$ cat config.mk
export PLATFORM = sky130hd
export DESIGN_NAME = top_k_best_slot_tracker_top
export DESIGN_NICKNAME = d
export VERILOG_FILES = /design/src/hdl/tkbst_pkg.sv /design/src/hdl/tkbst_ram.sv /design/src/hdl/tkbst_list.sv /design/src/hdl/top_k_best_slot_tracker_top.sv
export SDC_FILE = /design/constraint.sdc
export NUM_CORES = 2
export LEC_CHECK = 0
export ABC_AREA = 1
export BUFFER_PORTS_ARGS = -buffer_cell sky130_fd_sc_hd__buf_2
export CORE_MARGIN = 3
export CORE_UTILIZATION = 30
export CTS_CLUSTER_DIAMETER = 50
export DETAILED_ROUTE_END_ITERATION = 16
export GPL_ROUTABILITY_DRIVEN = 0
export PLACE_DENSITY_LB_ADDON = 0.2
export SYNTH_ARGS = -nofsm -noshare
export SYNTH_HDL_FRONTEND = slang
export SYNTH_SLANG_ARGS = --single-unit
$ cat constraint.sdc
create_clock -name clk_i -period 4.3 [get_ports clk_i]
set_input_delay 0 -clock clk_i [delete_from_list [all_inputs] [get_ports clk_i]]
set_output_delay 0 -clock clk_i [all_outputs]
set_load 0.01 [all_outputs]
$ cat src/hdl/tkbst_pkg.sv
// ----------------------------------------------------------------------------
// tkbst_pkg
// shared types and constants of the best-slot tracker
// ----------------------------------------------------------------------------
package tkbst_pkg;

  // population and list geometry
  localparam int unsigned POP_SIZE  = 64;
  localparam int unsigned SLOT_W    = 6;
  localparam int unsigned FIT_W     = 32;
  localparam int unsigned TRACK_MAX = 8;
  localparam int unsigned IDX_W     = $clog2(TRACK_MAX + 1);
  localparam int unsigned RIDX_W    = (TRACK_MAX > 1) ? $clog2(TRACK_MAX) : 1;
  localparam int unsigned CFG_W     = 4;

  // result status codes
  typedef enum logic [1:0] {
    ST_STORED   = 2'd0,
    ST_LISTED   = 2'd1,
    ST_REJECTED = 2'd2
  } status_e;

  typedef logic [TRACK_MAX-1:0][SLOT_W-1:0] rank_arr_t;

  // sequencer to list commands
  typedef struct packed {
    logic              cfg_we;
    logic [CFG_W-1:0]  cfg_val;
    logic              shift;
    logic              place;
    logic [RIDX_W-1:0] idx;
    logic [SLOT_W-1:0] slot;
  } list_cmd_t;

  // list status back to the sequencer
  typedef struct packed {
    rank_arr_t        rank;
    logic [IDX_W-1:0] fill;
    logic [IDX_W-1:0] lim;
    logic             full;
  } list_stat_t;

endpackage

$ cat src/hdl/tkbst_ram.sv
// ----------------------------------------------------------------------------
// tkbst_ram
// generic single-port-write, single-port-read ram with registered read data
// ----------------------------------------------------------------------------
module tkbst_ram #(
  parameter int unsigned WIDTH = 32,
  parameter int unsigned DEPTH = 64
) (
  input  logic                     clk_i,
  input  logic                     we_i,
  input  logic [$clog2(DEPTH)-1:0] waddr_i,
  input  logic [WIDTH-1:0]         wdata_i,
  input  logic                     re_i,
  input  logic [$clog2(DEPTH)-1:0] raddr_i,
  output logic [WIDTH-1:0]         rdata_o
);

  logic [WIDTH-1:0] mem_q [DEPTH];
  logic [WIDTH-1:0] rdata_q;

  // write port and registered read port
  always_ff @(posedge clk_i) begin
    if (we_i) begin
      mem_q[waddr_i] <= wdata_i;
    end
    if (re_i) begin
      rdata_q <= mem_q[raddr_i];
    end
  end

  assign rdata_o = rdata_q;

endmodule

$ cat src/hdl/tkbst_list.sv
// ----------------------------------------------------------------------------
// tkbst_list
// ranked slot list, protect lookup, fill count and list limit
// ----------------------------------------------------------------------------
module tkbst_list
  import tkbst_pkg::*;
(
  input  logic              clk_i,
  input  logic              rst_ni,
  input  list_cmd_t         cmd_i,
  input  logic [SLOT_W-1:0] query_slot_i,
  output logic              protect_o,
  output list_stat_t        stat_o
);

  localparam logic [IDX_W-1:0] LimMax = IDX_W'(TRACK_MAX);
  localparam logic [IDX_W-1:0] LimRst = (TRACK_MAX < 8) ? IDX_W'(TRACK_MAX) : IDX_W'(8);

  rank_arr_t             rank_q, rank_d;
  logic [IDX_W-1:0]      fill_q, fill_d;
  logic [IDX_W-1:0]      lim_q, lim_d;
  logic [IDX_W-1:0]      new_lim;
  logic                  full;
  logic                  listed_hit;

  // clamp the written limit into 1..TRACK_MAX
  always_comb begin
    if (cmd_i.cfg_val == '0) begin
      new_lim = IDX_W'(1);
    end else if (IDX_W'(cmd_i.cfg_val) > LimMax) begin
      new_lim = LimMax;
    end else begin
      new_lim = IDX_W'(cmd_i.cfg_val);
    end
  end

  assign full = (fill_q >= lim_q);

  // a slot is protected exactly while it sits below the fill count
  always_comb begin
    listed_hit = 1'b0;
    for (int j = 0; j < TRACK_MAX; j++) begin
      if (IDX_W'(j) < fill_q && rank_q[j] == query_slot_i) begin
        listed_hit = 1'b1;
      end
    end
  end

  // list updates
  always_comb begin
    rank_d = rank_q;
    fill_d = fill_q;
    lim_d  = lim_q;
    // limit write drops ranks beyond the new limit
    if (cmd_i.cfg_we) begin
      lim_d = new_lim;
      if (fill_q > new_lim) begin
        fill_d = new_lim;
      end
    end
    // move one entry down by one rank
    if (cmd_i.shift) begin
      rank_d[cmd_i.idx] = rank_q[cmd_i.idx - RIDX_W'(1)];
    end
    if (cmd_i.place) begin
      rank_d[cmd_i.idx] = cmd_i.slot;
      if (!full) begin
        fill_d = fill_q + IDX_W'(1);
      end
    end
  end

  // control state
  always_ff @(posedge clk_i or negedge rst_ni) begin
    if (!rst_ni) begin
      fill_q <= '0;
      lim_q  <= LimRst;
    end else begin
      fill_q <= fill_d;
      lim_q  <= lim_d;
    end
  end

  // ranked slots, valid below the fill count only
  always_ff @(posedge clk_i) begin
    rank_q <= rank_d;
  end

  assign protect_o   = listed_hit;
  assign stat_o.rank = rank_q;
  assign stat_o.fill = fill_q;
  assign stat_o.lim  = lim_q;
  assign stat_o.full = full;

endmodule

$ cat src/hdl/top_k_best_slot_tracker_top.sv
// ----------------------------------------------------------------------------
// top_k_best_slot_tracker_top
// keeps a descending list of the best-scored population slots
// ----------------------------------------------------------------------------
// sequence: a rejected transfer passes S_BEST and S_OUT; a stored one first
//   walks the list in S_CMP, one score-store read per rank compared on the
//   single read port (0..track_count ranks), and a listed one then passes S_PLACE
// in_ready_o is high only in S_IDLE, so a new item is taken only once S_OUT
//   has loaded the result of the last one into the free result register
// reset: list empty, protect map clear, track_count at 8, no result pending
// ----------------------------------------------------------------------------
module top_k_best_slot_tracker_top
  import tkbst_pkg::*;
(
  input  logic                    clk_i,
  input  logic                    rst_ni,
  // item input
  input  logic                    in_valid_i,
  output logic                    in_ready_o,
  input  logic [SLOT_W-1:0]       slot_i,
  input  logic signed [FIT_W-1:0] new_fitness_i,
  // result output
  output logic                    out_valid_o,
  input  logic                    out_ready_i,
  output logic [1:0]              status_o,
  output logic [2:0]              position_o,
  output logic                    evicted_valid_o,
  output logic [SLOT_W-1:0]       evicted_slot_o,
  output logic [SLOT_W-1:0]       best_slot_o,
  output logic signed [FIT_W-1:0] best_fitness_o,
  output logic [3:0]              fill_count_o,
  // configuration
  input  logic                    psel,
  input  logic                    penable,
  input  logic                    pwrite,
  input  logic [2:0]              paddr,
  input  logic [31:0]             pwdata,
  output logic [31:0]             prdata,
  output logic                    pready
);

  localparam logic REG_TRACK_COUNT = 1'b0;

  typedef enum logic [2:0] {
    S_IDLE,
    S_CMP,
    S_PLACE,
    S_BEST,
    S_OUT
  } state_e;

  state_e                    state_q, state_d;
  logic [SLOT_W-1:0]         slot_q, slot_d;
  logic signed [FIT_W-1:0]   fit_q, fit_d;
  logic [IDX_W-1:0]          idx_q, idx_d;
  logic                      first_q, first_d;
  status_e                   status_q, status_d;
  logic                      ev_valid_q, ev_valid_d;
  logic [SLOT_W-1:0]         ev_slot_q, ev_slot_d;
  logic [RIDX_W-1:0]         pos_q, pos_d;

  logic                      out_valid_q, out_valid_d;
  logic [1:0]                o_status_q, o_status_d;
  logic [2:0]                o_pos_q, o_pos_d;
  logic                      o_ev_valid_q, o_ev_valid_d;
  logic [SLOT_W-1:0]         o_ev_slot_q, o_ev_slot_d;
  logic [SLOT_W-1:0]         o_best_slot_q, o_best_slot_d;
  logic signed [FIT_W-1:0]   o_best_fit_q, o_best_fit_d;
  logic [3:0]                o_fill_q, o_fill_d;

  list_cmd_t                 cmd;
  list_stat_t                stat;
  logic                      protect;
  logic                      cfg_we;

  logic                      ram_we;
  logic                      ram_re;
  logic [SLOT_W-1:0]         ram_raddr;
  logic [FIT_W-1:0]          ram_rdata;
  logic signed [FIT_W-1:0]   score;

  logic [IDX_W-1:0]          start_idx;
  logic [IDX_W-1:0]          start_m1;
  logic [IDX_W-1:0]          idx_m1;
  logic [IDX_W-1:0]          idx_m2;

  // configuration port
  assign cfg_we = psel & penable & pwrite & (paddr[2] == REG_TRACK_COUNT);
  assign pready = 1'b1;
  assign prdata = (paddr[2] == REG_TRACK_COUNT) ? 32'(stat.lim) : '0;

  // list walk cursors
  assign start_idx = stat.full ? stat.lim : stat.fill;
  assign start_m1  = start_idx - IDX_W'(1);
  assign idx_m1    = idx_q - IDX_W'(1);
  assign idx_m2    = idx_q - IDX_W'(2);
  assign score     = $signed(ram_rdata);

  assign in_ready_o = (state_q == S_IDLE);

  // sequencer next state
  always_comb begin
    state_d       = state_q;
    slot_d        = slot_q;
    fit_d         = fit_q;
    idx_d         = idx_q;
    first_d       = first_q;
    status_d      = status_q;
    ev_valid_d    = ev_valid_q;
    ev_slot_d     = ev_slot_q;
    pos_d         = pos_q;
    out_valid_d   = out_valid_q & ~out_ready_i;
    o_status_d    = o_status_q;
    o_pos_d       = o_pos_q;
    o_ev_valid_d  = o_ev_valid_q;
    o_ev_slot_d   = o_ev_slot_q;
    o_best_slot_d = o_best_slot_q;
    o_best_fit_d  = o_best_fit_q;
    o_fill_d      = o_fill_q;

    cmd         = '0;
    cmd.cfg_we  = cfg_we;
    cmd.cfg_val = pwdata[CFG_W-1:0];
    cmd.slot    = slot_q;
    cmd.idx     = idx_q[RIDX_W-1:0];

    ram_we    = 1'b0;
    ram_re    = 1'b0;
    ram_raddr = stat.rank[idx_m2[RIDX_W-1:0]];

    unique case (state_q)
      S_IDLE: begin
        if (in_valid_i) begin
          slot_d     = slot_i;
          fit_d      = new_fitness_i;
          first_d    = 1'b1;
          ev_valid_d = 1'b0;
          ev_slot_d  = '0;
          pos_d      = '0;
          idx_d      = start_idx;
          if (protect) begin
            status_d = ST_REJECTED;
            state_d  = S_BEST;
          end else begin
            // store the score, then start at the lowest occupied rank
            status_d = ST_STORED;
            ram_we   = 1'b1;
            if (start_idx == '0) begin
              state_d = S_PLACE;
            end else begin
              ram_re    = 1'b1;
              ram_raddr = stat.rank[start_m1[RIDX_W-1:0]];
              state_d   = S_CMP;
            end
          end
        end
      end
      S_CMP: begin
        // read of the next rank up is issued ahead of the compare result
        ram_re = 1'b1;
        if (first_q && stat.full) begin
          first_d = 1'b0;
          if (score >= fit_q) begin
            state_d = S_BEST;
          end else begin
            ev_valid_d = 1'b1;
            ev_slot_d  = stat.rank[idx_m1[RIDX_W-1:0]];
            idx_d      = idx_m1;
            if (idx_m1 == '0) begin
              state_d = S_PLACE;
            end
          end
        end else if (score > fit_q) begin
          state_d = S_PLACE;
        end else begin
          cmd.shift = 1'b1;
          idx_d     = idx_m1;
          if (idx_m1 == '0) begin
            state_d = S_PLACE;
          end
        end
      end
      S_PLACE: begin
        cmd.place = 1'b1;
        status_d  = ST_LISTED;
        pos_d     = idx_q[RIDX_W-1:0];
        state_d   = S_BEST;
      end
      S_BEST: begin
        ram_re    = 1'b1;
        ram_raddr = stat.rank[0];
        state_d   = S_OUT;
      end
      S_OUT: begin
        // load the result register once it is free
        if (!out_valid_q || out_ready_i) begin
          out_valid_d  = 1'b1;
          o_status_d   = status_q;
          o_pos_d      = 3'(pos_q);
          o_ev_valid_d = ev_valid_q;
          o_ev_slot_d  = ev_slot_q;
          o_fill_d     = 4'(stat.fill);
          if (stat.fill != '0) begin
            o_best_slot_d = stat.rank[0];
            o_best_fit_d  = score;
          end else begin
            o_best_slot_d = '0;
            o_best_fit_d  = '0;
          end
          state_d = S_IDLE;
        end
      end
      default: begin
        state_d = S_IDLE;
      end
    endcase
  end

  // sequencer state and result register
  always_ff @(posedge clk_i or negedge rst_ni) begin
    if (!rst_ni) begin
      state_q       <= S_IDLE;
      slot_q        <= '0;
      fit_q         <= '0;
      idx_q         <= '0;
      first_q       <= 1'b0;
      status_q      <= ST_STORED;
      ev_valid_q    <= 1'b0;
      ev_slot_q     <= '0;
      pos_q         <= '0;
      out_valid_q   <= 1'b0;
      o_status_q    <= '0;
      o_pos_q       <= '0;
      o_ev_valid_q  <= 1'b0;
      o_ev_slot_q   <= '0;
      o_best_slot_q <= '0;
      o_best_fit_q  <= '0;
      o_fill_q      <= '0;
    end else begin
      state_q       <= state_d;
      slot_q        <= slot_d;
      fit_q         <= fit_d;
      idx_q         <= idx_d;
      first_q       <= first_d;
      status_q      <= status_d;
      ev_valid_q    <= ev_valid_d;
      ev_slot_q     <= ev_slot_d;
      pos_q         <= pos_d;
      out_valid_q   <= out_valid_d;
      o_status_q    <= o_status_d;
      o_pos_q       <= o_pos_d;
      o_ev_valid_q  <= o_ev_valid_d;
      o_ev_slot_q   <= o_ev_slot_d;
      o_best_slot_q <= o_best_slot_d;
      o_best_fit_q  <= o_best_fit_d;
      o_fill_q      <= o_fill_d;
    end
  end

  // score store
  tkbst_ram #(
    .WIDTH (FIT_W),
    .DEPTH (POP_SIZE)
  ) u_score_ram (
    .clk_i   (clk_i),
    .we_i    (ram_we),
    .waddr_i (slot_i),
    .wdata_i (new_fitness_i),
    .re_i    (ram_re),
    .raddr_i (ram_raddr),
    .rdata_o (ram_rdata)
  );

  // ranked list and protect lookup
  tkbst_list u_list (
    .clk_i        (clk_i),
    .rst_ni       (rst_ni),
    .cmd_i        (cmd),
    .query_slot_i (slot_i),
    .protect_o    (protect),
    .stat_o       (stat)
  );

  assign out_valid_o     = out_valid_q;
  assign status_o        = o_status_q;
  assign position_o      = o_pos_q;
  assign evicted_valid_o = o_ev_valid_q;
  assign evicted_slot_o  = o_ev_slot_q;
  assign best_slot_o     = o_best_slot_q;
  assign best_fitness_o  = o_best_fit_q;
  assign fill_count_o    = o_fill_q;

  // the list never holds more entries than the limit
  a_fill_in_limit: assert property (@(posedge clk_i) disable iff (!rst_ni)
    stat.fill <= stat.lim)
    else $error("list fill exceeds limit");

  // an eviction is only reported with a listed item
  a_evict_listed: assert property (@(posedge clk_i) disable iff (!rst_ni)
    (out_valid_o && evicted_valid_o) |-> (status_o == ST_LISTED))
    else $error("eviction without listing");

  // every result follows a list that holds at least one slot
  a_fill_nonzero: assert property (@(posedge clk_i) disable iff (!rst_ni)
    out_valid_o |-> (fill_count_o != '0))
    else $error("result with empty list");

  // a comparison step never runs with the cursor at rank zero
  a_cursor_live: assert property (@(posedge clk_i) disable iff (!rst_ni)
    (state_q == S_CMP) |-> (idx_q != '0))
    else $error("list walk past rank zero");

endmodule
## After elaboration in Yosys (flattened, before gate mapping)

Memories as Yosys holds them, arrays and structs flattened. A register that Yosys moved wholly into a read port is not among the register bits.
Index checks and enable logic that the tools add are counted.

| word-level totals | value |
|---|---|
| latch bits | 0 |
| memories kept | 1 |
| input bits | 80 |
| bits in registers | 169 |
| RAM bits | 2048 |
| output and inout bits | 89 |
| memory bits (read-only) | 0 |

| cells by class | value |
|---|---|
| $add $sub $neg | 5 |
| bitwise operators | 6 |
| equality and inequality tests | 18 |
| multipliers | 0 |
| div/mod/pow operators | 0 |
| $lt $le $gt $ge | 19 |
| muxes and demuxes | 81 |
| shifts and indexed selects | 0 |
| reductions and logical operators | 27 |

Memories:

| name | words | bits a word | read ports | clocked after memory_dff | wr ports | line | text |
|---|---|---|---|---|---|---|---|
| u_score_ram.mem_q | 64 | 32 | 1 | 1 | 1 | tkbst_ram.sv:18 | `logic [WIDTH-1:0] mem_q [DEPTH];` |

Operators by type and width:

| operator | count |
|---|---|
| $bwmux W48 | 2 |
| $mux W48 | 2 |
| $bmux W6 S3 | 4 |
| $mux W6 | 12 |
| $eq A6 B6 Y1 | 8 |
| $mux W4 | 12 |
| $ge A32 B32 Y1 | 1 |
| $gt A32 B32 Y1 | 1 |
| $mux W32 | 1 |
| $mux W1 | 27 |
| $pmux W6 S2 | 2 |
| $mux W3 | 7 |
| $lt A3 B4 Y1 const B | 5 |
| $demux W6 S3 | 1 |
| $lt A3 B4 Y1 const A | 4 |
| $pmux W3 S5 | 1 |
| $logic_not A4 Y1 | 3 |
| $logic_and A1 B1 Y1 | 10 |
| $lt A1 B4 Y1 const A | 2 |
| $lt A2 B4 Y1 const A | 2 |
| $mux W2 | 4 |
| $ne A2 B2 Y1 const B | 4 |
| $pmux W4 S2 | 1 |
| $reduce_and A2 Y1 | 4 |
| 25 further kinds | 36 |

## Logic depth before layout (Yosys ltp)

| depth | value |
|---|---|
| depth after elaboration | 15 |
| gate-level depth with buffers | 32 |

## Hierarchy

From an unflattened synthesis, not the netlist that was laid out.

| second synthesis, totals | value |
|---|---|
| cells, all modules | 8349 |
| area, all modules | 94388.0 um2 |

By module, submodules not included:

| module | sequential area each (um2) | area an instance (um2) | times used | cells each |
|---|---|---|---|---|
| tkbst_ram | 62459.9 | 83058.4 | 1 | 6769 |
| top_k_best_slot_tracker_top | 2827.7 | 7309.5 | 1 | 956 |
| tkbst_list | 1162.4 | 4020.1 | 1 | 624 |

## Least setup slack after synthesis

No wires, ideal clock.

| timing path | value |
|---|---|
| path kind | reg2reg |
| start | register u_list.lim_q[3] |
| end | register u_score_ram.rdata_q[0] (netlist: u_score_ram.rdata_o[0]) (read register of u_score_ram.mem_q), enable pin |
| period minus slack after synthesis | 4255 ps |
| slack | 45 ps |
| stages on the path, launching flop included | 15 |
| required time | 3867 ps |
| data arrival time | 3822 ps |
| setup time | 433 ps |
| cells stage by stage | dfstp_2 -> inv_1 -> ha_1 -> nand2_1 -> clkinv_1 -> nand3_1 -> nand3_2 -> nand2_2 -> nand2_2 -> buf_2 -> buf_4 -> ha_1 -> nand3_2 -> nand3_2 -> o22ai_1 |

RTL lines:

| element | line | text |
|---|---|---|
| start, declared | tkbst_list.sv:21 | `logic [IDX_W-1:0] lim_q, lim_d;` |
| start signal, assigned | tkbst_list.sv:77 | `lim_q <= LimRst;` |
| start signal, assigned | tkbst_list.sv:80 | `lim_q <= lim_d;` |
| $ge A4 B4 Y1 | tkbst_list.sv:37 | `assign full = (fill_q >= lim_q);` |
| $mux W4 * | top_k_best_slot_tracker_top.sv:93 | `assign start_idx = stat.full ? stat.lim : stat.fill;` |
| $logic_not A4 Y1 * | top_k_best_slot_tracker_top.sv:148 | `if (start_idx == '0) begin` |
| $mux W1 * | top_k_best_slot_tracker_top.sv:148 |  |
| $mux W1 * | top_k_best_slot_tracker_top.sv:141 | `if (protect) begin` |
| $mux W1 * | top_k_best_slot_tracker_top.sv:133 | `if (in_valid_i) begin` |
| $pmux W1 S2 * | top_k_best_slot_tracker_top.sv:131 | `unique case (state_q)` |
| via ram_re | top_k_best_slot_tracker_top.sv:77 | `logic ram_re;` |
| end, declared | tkbst_ram.sv:19 | `logic [WIDTH-1:0] rdata_q;` |

The timed path passes the listed nets; every way through them passes the cells marked *. The select of a mux whose other input is x is not followed.
A chain may end at the register's enable or synchronous reset.

## Worst setup path after layout

| timing path | value |
|---|---|
| start | register u_list.lim_q[3] |
| end | register u_score_ram.rdata_q[12] (netlist: u_score_ram.rdata_o[12]) (read register of u_score_ram.mem_q), data pin |

| between the ends | value |
|---|---|
| cells in the longest elaborated chain, start to end | 9 |

RTL lines:

| element | line | text |
|---|---|---|
| $ge A4 B4 Y1 | tkbst_list.sv:37 |  |
| $mux W4 * | top_k_best_slot_tracker_top.sv:93 |  |
| $sub A3 B1 Y3 | top_k_best_slot_tracker_top.sv:94 | `assign start_m1 = start_idx - IDX_W'(1);` |
| $bmux W6 S3 | top_k_best_slot_tracker_top.sv:152 | `ram_raddr = stat.rank[start_m1[RIDX_W-1:0]];` |
| $mux W6 (implied by the code) | top_k_best_slot_tracker_top.sv:152 |  |
| $mux W6 | top_k_best_slot_tracker_top.sv:148 |  |
| $mux W6 | top_k_best_slot_tracker_top.sv:141 |  |
| $mux W6 | top_k_best_slot_tracker_top.sv:133 |  |
| $pmux W6 S2 | top_k_best_slot_tracker_top.sv:131 |  |

Mark *: on every way between the ends. The rest lies on a longest branch, timed or not. The select of a mux whose other input is x is not followed.

==> qor.txt <==
Status: complete, but fails checks
Violated checks: setup timing
Final period util: 100%
Max H-tree Level: 5
Final Hold Vio Count: 0
Ratio of cells with drive above 1 in the final layout: 17.6%
Critical path endpoint category: flip-flop
Synth Instances: 9614
DIE AREA: 0.346 sq mm
Warnings, synthesis: 0
Worst-path clk slew: 0.06 ns
Core Area: 0.337 sq mm
Final setup vio count: 1
Count of cell types in the netlist: 47
Slowest stage delay, CP: 0.52 ns
CP required: 5.04 ns
Vias per inst: 4.98
Worst hold slack: 0.119 ns
Routed WL per cell: 24.2 um
# DRC: 0
Post-route ant nets: 0
Post-DP HPWL: 217 mm
Startpoint Class: flip-flop
First-pass GRT wire length: 514 mm
Number of iterations in the first detailed-routing pass: 8
Die extent in x: 588 um
Area growth from synthesis to layout: 27.6%
Max Buffers Root-to-Sink: 4
Cts bufs inserted: 317
Final WL: 365 mm
Worst Path Arrival: 5.05 ns
Port-buffer cells: 109
Worst Slack Setup Final: -0.0154 ns
RSZ-0062 raised after global routing: true
Tmin final: 4.32 ns
Tightest Pin Transition: 1.27 ns
Root Driver: clkbuf_16
Fmax: 232 MHz
Fin nets: 10.4k
Sink Count: 2249
Worst hold path class: in -> reg
Layout Skew: 0.0835 ns
#FFs+latches synth: 2249
Critical path class: reg -> reg
Syn Area/Cell: 10.6 sq um
Placed Instances: 14.3k
Top_reg_cell synth: edfxtp_1
Number of synthesized flops with an enable pin: 2092
Final non-filler cell total: 15.1k
Relative slew slack: 14.9%
Initial antenna violation count: 24
DIE HEIGHT: 588 um
Vias in the first global route: 71.6k
Sequential-to-total area share from yosys stat: 65.5%
Via count: 75.0k
Clock latency on the worst-skew pair: 0.93 ns
Crit-path slowest cell: dfstp_2
Max-slew violation count: 0
Initial Util: 30.2%
Largest net degree at the start of global routing: 119
Detailed Route Iter0 Violations: 8070
CTS tree: done
Dpl ws: -1.06 ns
Max cap viols: 0
CP Max Fanout: 13
Site Rows: 213
Post-synthesis cell area: 0.102 sq mm
I/O pins: 169
Tot GR Track Use: 20.0%
Total grt overflow: 0
Async set-or-reset flop fraction in the synthesized netlist: 5.38%
registers in the layout, indices dropped and copies added (netlist names), 2 cells and up, named ones only:
name	flops
u_score_ram.mem_q	2048
u_list.stat_o	36
best_fitness_o	32
fit_q	32
u_score_ram.rdata_o	32
best_slot_o	6
ev_slot_q	6
evicted_slot_o	6
slot_q	6
fill_count_o	4
idx_q	4
u_list.fill_q	4
u_list.lim_q	4
pos_q	3
position_o	3
state_q	3
status_o	2
status_q	2
layout make-up:
cell class | instances | area, sq um
diodes | 7 | 17.5
clock buffers | 360 | 8260
clock inverters | 211 | 2720
fillers | 32500 | 207000
inverters | 1471 | 5550
multi-input cells | 5294 | 29300
flip-flops and latches | 2249 | 66600
well taps | 4515 | 5650
repair buffers | 963 | 11700
repair inverters | 1 | 8.76
final timing paths:
check / slack, ns / cells past startpoint / endpoint / startpoint
hold / removal: 0.12 / 5 / out_valid_o$_DFF_PN0_ / out_ready_i
setup / recovery: -0.02 / 26 / u_score_ram.rdata_o[12]$_DFFE_PP_ / u_list.lim_q[3]$_DFFE_PN1P_
setup reg to reg: -0.02 / 26 / u_score_ram.rdata_o[12]$_DFFE_PP_ / u_list.lim_q[3]$_DFFE_PN1P_
max in group asynchronous: 3.54 / 4 / u_list.lim_q[3]$_DFFE_PN1P_ / rst_ni
min in group asynchronous: 0.33 / 4 / fit_q[17]$_DFFE_PN0P_ / rst_ni
hold reg to reg: 0.47 / 2 / fill_count_o[0]$_DFFE_PN0P_ / fill_count_o[0]$_DFFE_PN0P_
metal layers:
metal | global-route usage, % | vias to the layer above | share of wire, %
met5 | 0 | - | 0.014
met4 | 5.55 | 8 | 2.6
met3 | 3.21 | 514 | 7.2
met2 | 31.1 | 2990 | 45
met1 | 28.7 | 37400 | 45
li1 | - | 34100 | -
stage by stage:
step / cell area [sq um] / util (%) / TNS, ns
floorplan: 102000 / - / 0
detailed placement: 112000 / 33.3 / -22.56
global route: 130000 / 38.5 / -1.76
global placement: 112000 / 33.3 / -25.37
CTS: 127000 / 37.6 / 0
finish: 130000 / 38.5 / -0.0154
synth_stat cells, types with 3 or more instances:
library cell     n  share of area [%]
xnor2_1          8              0.069
o221ai_1         6              0.052
dfrtp_1        120                3.0
o22ai_1         14              0.086
nand3_1       2198                 11
a31oi_1         38               0.23
buf_4           51               0.38
clkbuf_1       160               0.59
nand2_2          5              0.031
edfxtp_1      2092                 62
nand4_1         23               0.14
nor3_1          16              0.079
nor2_1         158               0.58
buf_6           47               0.52
dfxtp_1         36               0.71
inv_2            5              0.018
inv_1         1462                5.4
o32ai_1          8              0.069
nand3_2          4              0.039
buf_2          348                1.7
xor2_1          22               0.19
o211ai_1         9              0.066
a21oi_1         76               0.37
o21ai_1          3              0.015
o21ai_0        153               0.75
nand3b_1       641                4.7
ha_1            51               0.63
buf_1           22              0.081
clkinv_1         4              0.015
nand2_1       1805                6.7
o31ai_1          7              0.052
cell families after synthesis:
group / Yosys count / synth area share [%]
and+or+nand+nor: 4859 / 23.2
DFF: 2249 / 65.5
buffers and inverters: 2099 / 8.71
AOI/OAI and AO/OA: 324 / 1.79
adders and majority gates: 51 / 0.627
xor gates and xnor gates: 30 / 0.258
other: 2 / 0.00738
worst max-delay path, delay by kind of cell, from the launching register on:
family | cells | cell delay, ns
flops | 1 | 0.52
buf+inv | 10 | 1.44
fa+ha+maj | 1 | 0.29
compound gates | 2 | 0.43
simple gates | 13 | 1.44
placed cells by master, fill, tap and decap left out, types with 30 or more instances in the layout:
master,instances
buf_4,456
inv_6,36
nand3_2,224
dfxtp_1,36
buf_2,106
clkinv_1,33
buf_16,63
nor2_1,93
buf_6,45
a31oi_1,36
clkbuf_1,34
ha_1,47
nand3_1,1898
inv_1,1456
dlygate4sd3_1,56
edfxtp_1,2092
nand3b_1,641
bufinv_16,44
nand3_4,80
nor2_4,67
nand2_1,1776
dfrtp_1,119
buf_12,176
clkinv_4,30
o21ai_0,149
clkbuf_16,358
a21oi_1,74
timing repair:
| item | in CTS | in global routing |
|---|---|---|
| buffers inserted | 69 | 47 |
| resized for setup | 305 | 329 |
| hold endpoints to repair | 1461 | 0 |
| setup endpoints to repair | 32 | 32 |
| hold buffers | 57 | 0 |
| gates cloned | 30 | 37 |
| pin swaps | 44 | 91 |
Power is not shown: default switching activity piles up to over one toggle a cycle in this logic, so the estimate is an artifact.
